**src/rtl/core/pixel16_to_argb32_convert_assert.svh**
```systemverilog
// ----------------------------------------------------------------------------
// pixel16_to_argb32_convert_assert.svh
// Assertion macros for the top module of the pixel converter.
// ----------------------------------------------------------------------------
`ifndef PIXEL16_TO_ARGB32_CONVERT_ASSERT_SVH
`define PIXEL16_TO_ARGB32_CONVERT_ASSERT_SVH

// Same-cycle implication, disabled while reset is asserted (active low).
`define P16A_ASSERT_IMP(lbl, clk, rst_n, ante, cons) \
    lbl: assert property (@(posedge clk) disable iff (!rst_n) (ante) |-> (cons)) \
        else $error("p16a assertion failed");

// Next-cycle implication, disabled while reset is asserted (active low).
`define P16A_ASSERT_NXT(lbl, clk, rst_n, ante, cons) \
    lbl: assert property (@(posedge clk) disable iff (!rst_n) (ante) |=> (cons)) \
        else $error("p16a assertion failed");

`endif

```
**src/rtl/core/p16a_pkg.sv**
```systemverilog
// ----------------------------------------------------------------------------
// p16a_pkg
// Types, layout codes and channel widening helpers for the pixel converter.
// ----------------------------------------------------------------------------
package p16a_pkg;

    localparam int LANES = 4;
    localparam int PIX_W = 16;
    localparam int ARGB_W = 32;
    localparam int FMT_W = 5;

    typedef logic [PIX_W-1:0]  t_pix;
    typedef logic [ARGB_W-1:0] t_argb;

    typedef enum logic [FMT_W-1:0] {
        FMT_RGB565   = 5'd0,
        FMT_BGR565   = 5'd1,
        FMT_ARGB1555 = 5'd2,
        FMT_ABGR1555 = 5'd3,
        FMT_RGBA5551 = 5'd4,
        FMT_BGRA5551 = 5'd5,
        FMT_ARGB4444 = 5'd6,
        FMT_ABGR4444 = 5'd7,
        FMT_RGBA4444 = 5'd8,
        FMT_BGRA4444 = 5'd9,
        FMT_XRGB4444 = 5'd10,
        FMT_XBGR4444 = 5'd11,
        FMT_RGBX4444 = 5'd12,
        FMT_BGRX4444 = 5'd13,
        FMT_RGB555   = 5'd14,
        FMT_BGR555   = 5'd15,
        FMT_RG88     = 5'd16,
        FMT_GR88     = 5'd17
    } t_fmt;

    // register index of the format register
    localparam logic REG_FORMAT = 1'b0;

    localparam logic [7:0] ALPHA_OPAQUE = 8'hFF;

    // widen by repeating the top bits
    function automatic logic [7:0] widen1(input logic v);
        return {8{v}};
    endfunction

    function automatic logic [7:0] widen4(input logic [3:0] v);
        return {v, v};
    endfunction

    function automatic logic [7:0] widen5(input logic [4:0] v);
        return {v, v[4:2]};
    endfunction

    function automatic logic [7:0] widen6(input logic [5:0] v);
        return {v, v[5:4]};
    endfunction

endpackage

```
**src/rtl/core/pixel16_to_argb32_convert.sv**
```systemverilog
// ----------------------------------------------------------------------------
// pixel16_to_argb32_convert
// Converts four 16-bit pixels a beat to ARGB8888 in a configured layout.
// ----------------------------------------------------------------------------
//  channel   handshake                         payload
//  input     start & !busy                     i_pixel_0 .. i_pixel_3
//  result    o_valid (one-cycle strobe)        o_argb_0 .. o_argb_3
//  config    psel & penable & pwrite & pready  paddr, pwdata / prdata
//
//  One beat a clock; busy is never raised. Each result is registered first
//  in the lane decoders, then in the merge register. Synchronous active-low
//  reset clears the strobe pipeline and sets the format to RGB565. The
//  receiver cannot stall; results are not held back.
// ----------------------------------------------------------------------------
module pixel16_to_argb32_convert (
    input  logic        i_clk,
    input  logic        i_rst_n,
    input  logic        start,
    output logic        busy,
    input  logic [15:0] i_pixel_0,
    input  logic [15:0] i_pixel_1,
    input  logic [15:0] i_pixel_2,
    input  logic [15:0] i_pixel_3,
    output logic        o_valid,
    output logic [31:0] o_argb_0,
    output logic [31:0] o_argb_1,
    output logic [31:0] o_argb_2,
    output logic [31:0] o_argb_3,
    input  logic        psel,
    input  logic        penable,
    input  logic        pwrite,
    input  logic [2:0]  paddr,
    input  logic [31:0] pwdata,
    output logic [31:0] prdata,
    output logic        pready
);
    import p16a_pkg::*;

    logic             r_vld;
    logic [FMT_W-1:0] r_fmt;
    logic             cfg_wr;
    t_pix             pix  [LANES];
    t_argb            lane_argb [LANES];
    t_argb            out_argb  [LANES];

    assign busy   = 1'b0;
    assign pready = 1'b1;
    assign cfg_wr = psel & penable & pwrite & pready & (paddr[2] == REG_FORMAT);

    always_ff @(posedge i_clk) begin
        if (!i_rst_n) begin
            r_fmt <= FMT_RGB565;
            r_vld <= 1'b0;
        end else begin
            if (cfg_wr) begin
                r_fmt <= pwdata[FMT_W-1:0];
            end
            r_vld <= start & ~busy;
        end
    end

    assign prdata = (paddr[2] == REG_FORMAT) ? {{(32-FMT_W){1'b0}}, r_fmt} : 32'd0;

    assign pix[0] = i_pixel_0;
    assign pix[1] = i_pixel_1;
    assign pix[2] = i_pixel_2;
    assign pix[3] = i_pixel_3;

    for (genvar l = 0; l < LANES; l++) begin : g_lane
        p16a_lane u_lane (
            .i_clk  (i_clk),
            .i_fmt  (r_fmt),
            .i_pix  (pix[l]),
            .o_argb (lane_argb[l])
        );
    end

    p16a_merge u_merge (
        .i_clk   (i_clk),
        .i_rst_n (i_rst_n),
        .i_vld   (r_vld),
        .i_argb  (lane_argb),
        .o_vld   (o_valid),
        .o_argb  (out_argb)
    );

    assign o_argb_0 = out_argb[0];
    assign o_argb_1 = out_argb[1];
    assign o_argb_2 = out_argb[2];
    assign o_argb_3 = out_argb[3];

`include "pixel16_to_argb32_convert_assert.svh"

    `P16A_ASSERT_IMP(a_strobe_from_beat, i_clk, i_rst_n, o_valid, $past(start, 2))
    `P16A_ASSERT_IMP(a_beat_lat2, i_clk, i_rst_n, $past(start, 2) && $past(i_rst_n, 1), o_valid)
    `P16A_ASSERT_NXT(a_cfg_write, i_clk, i_rst_n, cfg_wr, r_fmt == $past(pwdata[FMT_W-1:0]))
    `P16A_ASSERT_NXT(a_stage1_feeds_out, i_clk, i_rst_n, r_vld, o_valid)

endmodule

```
**src/rtl/core/p16a_lane.sv**
```systemverilog
// ----------------------------------------------------------------------------
// p16a_lane
// One conversion lane: decodes a 16-bit pixel to ARGB8888, registered.
// ----------------------------------------------------------------------------
module p16a_lane (
    input  logic             i_clk,
    input  logic [4:0]       i_fmt,
    input  p16a_pkg::t_pix   i_pix,
    output p16a_pkg::t_argb  o_argb
);
    import p16a_pkg::*;

    logic [7:0] a, r, g, b;
    logic       known;
    t_argb      n_argb;
    t_argb      r_argb;

    always_comb begin
        a     = ALPHA_OPAQUE;
        r     = 8'h00;
        g     = 8'h00;
        b     = 8'h00;
        known = 1'b1;
        unique case (i_fmt)
            FMT_RGB565: begin
                r = widen5(i_pix[15:11]); g = widen6(i_pix[10:5]); b = widen5(i_pix[4:0]);
            end
            FMT_BGR565: begin
                r = widen5(i_pix[4:0]); g = widen6(i_pix[10:5]); b = widen5(i_pix[15:11]);
            end
            FMT_ARGB1555: begin
                a = widen1(i_pix[15]);
                r = widen5(i_pix[14:10]); g = widen5(i_pix[9:5]); b = widen5(i_pix[4:0]);
            end
            FMT_ABGR1555: begin
                a = widen1(i_pix[15]);
                r = widen5(i_pix[4:0]); g = widen5(i_pix[9:5]); b = widen5(i_pix[14:10]);
            end
            FMT_RGBA5551: begin
                a = widen1(i_pix[0]);
                r = widen5(i_pix[15:11]); g = widen5(i_pix[10:6]); b = widen5(i_pix[5:1]);
            end
            FMT_BGRA5551: begin
                a = widen1(i_pix[0]);
                r = widen5(i_pix[5:1]); g = widen5(i_pix[10:6]); b = widen5(i_pix[15:11]);
            end
            FMT_ARGB4444: begin
                a = widen4(i_pix[15:12]);
                r = widen4(i_pix[11:8]); g = widen4(i_pix[7:4]); b = widen4(i_pix[3:0]);
            end
            FMT_ABGR4444: begin
                a = widen4(i_pix[15:12]);
                r = widen4(i_pix[3:0]); g = widen4(i_pix[7:4]); b = widen4(i_pix[11:8]);
            end
            FMT_RGBA4444: begin
                a = widen4(i_pix[3:0]);
                r = widen4(i_pix[15:12]); g = widen4(i_pix[11:8]); b = widen4(i_pix[7:4]);
            end
            FMT_BGRA4444: begin
                a = widen4(i_pix[3:0]);
                r = widen4(i_pix[7:4]); g = widen4(i_pix[11:8]); b = widen4(i_pix[15:12]);
            end
            FMT_XRGB4444: begin
                r = widen4(i_pix[11:8]); g = widen4(i_pix[7:4]); b = widen4(i_pix[3:0]);
            end
            FMT_XBGR4444: begin
                r = widen4(i_pix[3:0]); g = widen4(i_pix[7:4]); b = widen4(i_pix[11:8]);
            end
            FMT_RGBX4444: begin
                r = widen4(i_pix[15:12]); g = widen4(i_pix[11:8]); b = widen4(i_pix[7:4]);
            end
            FMT_BGRX4444: begin
                r = widen4(i_pix[7:4]); g = widen4(i_pix[11:8]); b = widen4(i_pix[15:12]);
            end
            FMT_RGB555: begin
                r = widen5(i_pix[14:10]); g = widen5(i_pix[9:5]); b = widen5(i_pix[4:0]);
            end
            FMT_BGR555: begin
                r = widen5(i_pix[4:0]); g = widen5(i_pix[9:5]); b = widen5(i_pix[14:10]);
            end
            FMT_RG88: begin
                r = i_pix[15:8]; g = i_pix[7:0];
            end
            FMT_GR88: begin
                r = i_pix[7:0]; g = i_pix[15:8];
            end
            default: begin
                known = 1'b0;
            end
        endcase
        // unused layout codes give an all-zero pixel
        n_argb = known ? {a, r, g, b} : '0;
    end

    always_ff @(posedge i_clk) begin
        r_argb <= n_argb;
    end

    assign o_argb = r_argb;

endmodule

```
**src/rtl/core/p16a_merge.sv**
```systemverilog
// ----------------------------------------------------------------------------
// p16a_merge
// Output stage: gathers the lane results into one result beat with strobe.
// ----------------------------------------------------------------------------
module p16a_merge (
    input  logic             i_clk,
    input  logic             i_rst_n,
    input  logic             i_vld,
    input  p16a_pkg::t_argb  i_argb [p16a_pkg::LANES],
    output logic             o_vld,
    output p16a_pkg::t_argb  o_argb [p16a_pkg::LANES]
);
    import p16a_pkg::*;

    logic  r_vld;
    t_argb r_argb [LANES];

    always_ff @(posedge i_clk) begin
        if (!i_rst_n) begin
            r_vld <= 1'b0;
        end else begin
            r_vld <= i_vld;
        end
    end

    // payload only loads on a live beat, so outputs hold between beats
    always_ff @(posedge i_clk) begin
        if (i_vld) begin
            r_argb <= i_argb;
        end
    end

    assign o_vld  = r_vld;
    assign o_argb = r_argb;

endmodule
```
**config.mk**
```make
export PLATFORM = sky130hd
export DESIGN_NAME = pixel16_to_argb32_convert
export DESIGN_NICKNAME = d
export VERILOG_FILES = /design/src/rtl/core/p16a_pkg.sv /design/src/rtl/core/pixel16_to_argb32_convert.sv /design/src/rtl/core/p16a_lane.sv /design/src/rtl/core/p16a_merge.sv
export VERILOG_INCLUDE_DIRS = /design/src /design/src/rtl/core
export SDC_FILE = /design/constraint.sdc
export NUM_CORES = 1
export LEC_CHECK = 0
export ABC_AREA = 1
export CAP_MARGIN = 20
export CORE_UTILIZATION = 24
export DETAILED_ROUTE_END_ITERATION = 8
export DONT_BUFFER_PORTS = 1
export MAX_ROUTING_LAYER = met4
export PLACE_DENSITY_LB_ADDON = 0.2
export SETUP_SLACK_MARGIN = 0.1
export SLEW_MARGIN = 15
export SYNTH_ARGS = -nofsm -noshare
export SYNTH_HDL_FRONTEND = slang
export SYNTH_HIERARCHICAL = 1
export SYNTH_SLANG_ARGS = --single-unit
```
**constraint.sdc**
```tcl
create_clock -name i_clk -period 9.85 [get_ports i_clk]
set_clock_uncertainty 0.15 [all_clocks]
set_input_delay 2.955 -clock i_clk [delete_from_list [all_inputs] [get_ports i_clk]]
set_output_delay 2.955 -clock i_clk [all_outputs]
set_load 0.03 [all_outputs]
```
### Yosys cells after proc, flatten, opt, wreduce, memory -nomap -nowiden

Index checks and enable logic that the tools add are counted.

* bits in registers: 263
* bits in latches: 0
* bits in writable memories: 0
* bits in read-only memories: 0
* output and inout port bits: 163
* logic and storage cells: 70
* memories: 0

* add/subtract/negate cells: 0
* multipliers: 0
* div/mod/pow operators: 0
* order comparisons: 0
* equality and inequality tests: 17
* shift-type cells: 0
* muxes and demuxes: 18
* bitwise logic cells: 4
* reduce and logical (&&, ||, !) cells: 20

Operator list (count)
* $pmux W8 S10: 4
* $pmux W8 S8: 4
* $pmux W8 S7: 4
* $pmux W8 S4: 4
* $eq A5 B4 Y1 const B: 8
* $reduce_or A2 Y1: 13
* $eq A5 B3 Y1 const B: 4
* $reduce_or A18 Y1: 1
* $reduce_or A4 Y1: 3
* $eq A5 B2 Y1 const B: 2
* $eq A5 B5 Y1 const B: 2
* $reduce_or A3 Y1: 2
* $eq A5 B1 Y1 const B: 1
* $logic_not A5 Y1: 1
* $mux W5: 1
* $and A1 B1 Y1: 3
* $mux W1: 1
* $not A1 Y1: 1

### Logic depth before layout (Yosys ltp)

* word-level depth: 3
* depth in mapped cells: 9
* mapped depth without buffers: 9

### Cells and area by module

The synthesis kept the hierarchy.

Modules (own cells, without submodules)
* p16a_lane (g_lane[0].u_lane ...): instances 3, cells an instance 354, area an instance 2015.7 sq um, sequential area each 560.5 sq um
* p16a_merge: instances 1, cells an instance 131, area an instance 3871.2 sq um, sequential area each 3863.7 sq um
* p16a_lane (g_lane[3].u_lane): instances 1, cells an instance 375, area an instance 2137.0 sq um, sequential area each 560.5 sq um
* pixel16_to_argb32_convert: instances 1, cells an instance 81, area an instance 529.3 sq um, sequential area each 120.1 sq um

### Worst setup path after synthesis

Ideal clock, no wire load.

* kind: input -> output
* start point: input port paddr[2]
* end point: output port prdata[0]
* arrival time: 3.368 ns
* required time: 6.745 ns
* path slack: 3.377 ns
* cell stages on the path: 1
* path buffers: 0
* path through: nor2_1

* word-level cells in the longest chain between the ends: 1

RTL lines
* start, declared: RTL line pixel16_to_argb32_convert.sv:32 `input logic [2:0] paddr,`
* $mux W5: RTL line pixel16_to_argb32_convert.sv:62 `assign prdata = (paddr[2] == REG_FORMAT) ? {{(32-FMT_W){1'b0}}, r_fmt} : 32'd0;`
* end, declared: RTL line pixel16_to_argb32_convert.sv:34 `output logic [31:0] prdata,`

Every way passes these cells.

### Final worst setup path

* start point: input port paddr[2]
* end point: output port prdata[4]

Same word-level chain as after synthesis.

==> key figures <==
Detailed routing
  • Pre-Repair DR Iteration Count: 5
  • Drt wl/cell: 18.2 µm
  • Final WL: 42000 µm
  • DRT antenna net count: 0
  • Met2 wire len: 18800 µm
  • Initial drt markers: 726
  • Via/cell ratio: 4.63
  • Wl on met1: about 19000 µm
  • Via count: 10700
  • Met3 wire len: 3300 µm
  • DRC Markers: 0
  • Top Metal Used: met4

Worst setup path
  • Nature of the critical path endpoint: output port
  • Crit path buffers/inverters: 0
  • Critical path class: primary input to output port
  • Worst Path Max Fanout: 8
  • Top delay family on crit path: simple AND/OR/NAND/NOR gates
  • Critical Path Start Type: primary input
  • Critical path data arrival time: 3.41 ns
  • Crit path largest cell delay: 0.45 ns
  • Worst EP required: slightly below 7 ns
  • Critical path's slowest cell: nor2_1
  • Crit-path cells: nor2_1

Flow run
  • Max-capacitance violation count: 0

Synthesis
  • Synth unique cells: 27
  • Number of synthesized flops with an enable pin: between 100 and 150
  • Post-synthesis sequential area ratio: approximately half
  • Synthesis Warnings: 6
  • Synth Area per Inst: between 7 and 8 µm²
  • Synth Cell Area: about 0.013 mm²
  • Synth Register Bits: 247
  • Syn Inst Count: approximately 1600
  • Main synth FF type: edfxtp_1
  • Synth async-reset ratio: 0%

Clock tree
  • Clock transition at path regs: around 0.06 ns
  • Root buf cell: clkbuf_16
  • Post-CTS setup buffer count: 0
  • CTS hold repair buffers: 0
  • Clock Sinks: about 250
  • Cts repair resizes: 0
  • Worst-skew pair later-pin latency: 0.56 ns
  • H-tree Lvls: 1
  • TritonCTS clock tree: done
  • Max clock buf depth: 3
  • Clock buffer count from CTS: 29

GRT
  • Initial antenna violation count: 0
  • First-pass GRT wire length: approximately 63000 µm
  • Vias in the first global route: 10200
  • GR Util All Layers: around 16%
  • Largest net degree at the start of global routing: 74
  • Grt total ovfl: 0

Layout
  • Layout cells sized above 1: 7.35%
  • Area Growth Syn to Fin: 10.6%
  • Most common cell after layout, fill and taps aside: nand2_1
  • Final #Nets: 1714
  • Design Area, Final: 0.0139 mm²
  • Most frequent cells in the layout: 467 x nand2_1, 243 x nor2_1, 207 x nand3_1
  • # fillers: 5666

STA
  • Max Clock Freq: 154 MHz
  • Worst hold margin: 0.242 ns
  • Final period utilization: 66.1%
  • Final Slew Violations: 0
  • Tmin final: 6.51 ns
  • Rel. slew slack: 28.4%
  • Fin. Hold Viols: 0
  • Slew @ Worst Pin: 1.07 ns
  • Setup TNS: 0 ns
  • Setup violators final: 0
  • Unrepaired setup endpoints after global routing: false

Die
  • Die area: 0.0534 mm²
  • Core Area: 0.0515 mm²
  • Vert. Die Dim: 231 µm
  • Starting Density: approximately 24%
  • Die X: 231 µm
  • Number of top-level pins: roughly 270
  • Number of cell rows: 83

Power
  • Lkg Pwr: slightly below 6 nW
  • Pwr Density: 189 mW/mm²
  • Pwr Total: 2.63 mW
  • Worst vdd ir: 0.113 mV

Place
  • IO Port Bufs: 0
  • RD Place Congestion: 0.883
  • Dpl cell area: about 0.013 mm²
  • Hpwl dp: 29900 µm

Hold path
  • Min-delay worst type: flip-flop to flip-flop

Status
  • Status: finished clean
cell type report:
type                    count  area [µm²]  area share (%)
multi-input cells        1173        5190            37.3
inverters                 152         571            4.10
diodes                      1        2.50          0.0180
clock inverters            13         175            1.26
flip-flops and latches    247        6230            44.8
repair buffers              6        45.0           0.324
clock buffers              41         841            6.04
well taps                 680         851            6.12
per-layer routing:
| metal | up-vias | track usage [%] |
|---|---|---|
| li1 | 5228 | - |
| met1 | 4959 | 20.5 |
| met2 | 454 | 24.1 |
| met3 | 74 | 3.40 |
| met4 | 0 | 5.17 |
| met5 | - | - |
path summary, 6_finish.rpt:
| check | from | to | slack (ns) | cells past startpoint |
|---|---|---|---|---|
| worst max-delay path | paddr[2] | prdata[4] | 3.34 | 1 |
| worst min-delay path | g_lane[1].u_lane/o_argb[2]$_SDFF_PN0_ | u_merge/o_argb[66]$_DFFE_PP_ | 0.24 | 0 |
| worst min register to register | g_lane[1].u_lane/o_argb[2]$_SDFF_PN0_ | u_merge/o_argb[66]$_DFFE_PP_ | 0.24 | 0 |
| worst max register to register | r_fmt[2]$_SDFFE_PN0P_ | g_lane[3].u_lane/o_argb[7]$_SDFF_PN0_ | 7.05 | 8 |
Yosys cell counts (2+ instances only):
library cell,number,share of area (%)
nand2_1,467,14
o21ai_1,25,0.99
nor2_2,21,1.0
nor3b_1,6,0.36
o21ai_0,46,1.8
dfxtp_1,119,19
nand2_2,7,0.35
nand3_2,4,0.32
a21boi_0,5,0.30
buf_6,9,0.81
nor2_1,243,7.2
nor2_4,15,1.3
nand3_1,207,8.2
inv_1,135,4.0
nor3_1,3,0.12
inv_2,14,0.42
o22ai_1,6,0.30
edfxtp_1,128,31
conb_1,2,0.060
a21oi_1,39,1.6
nand4_1,49,2.4
clkinv_1,3,0.089
buf_2,16,0.64
buf_4,58,3.5
clkbuf_1,20,0.60
flip-flops by register name, indices dropped and copies added, names as in the netlist:
name	count
r_fmt	5
r_vld	1
u_merge/o_argb	128
g_lane.u_lane/o_argb	112
u_merge/o_vld	1
per-stage QoR:
stage / setup slack (ns) / util [%] / std cells
2_1_floorplan: 3.38 / - / 1676
3_5_place_dp: 3.34 / 25.0 / 2258
4_1_cts: 3.34 / 27.0 / 2312
6_report: 3.34 / 27.0 / 2313
5_1_grt: 3.32 / 27.0 / 2312
3_3_place_gp: 3.35 / 25.0 / 2258
logic make-up after synthesis:
| logic type | after synthesis | share of synthesized area [%] |
|---|---|---|
| other | 2 | 0.0597 |
| DFF | 247 | 49.5 |
| AOI/OAI and AO/OA | 122 | 5.03 |
| buffers and inverters | 256 | 10.1 |
| and+or+nand+nor | 1022 | 35.4 |
report_power, final:
group / switching, mW / leakage [nW] / internal (mW) / total [mW]
Clock: 0.427 / 0.504 / 0.697 / 1.12
Sequential: 0.0985 / 2.17 / 1.19 / 1.29
Combinational: 0.157 / 3.27 / 0.0559 / 0.213
Total: 0.682 / 5.94 / 1.95 / 2.63
Power figures use the tool's default switching activity.
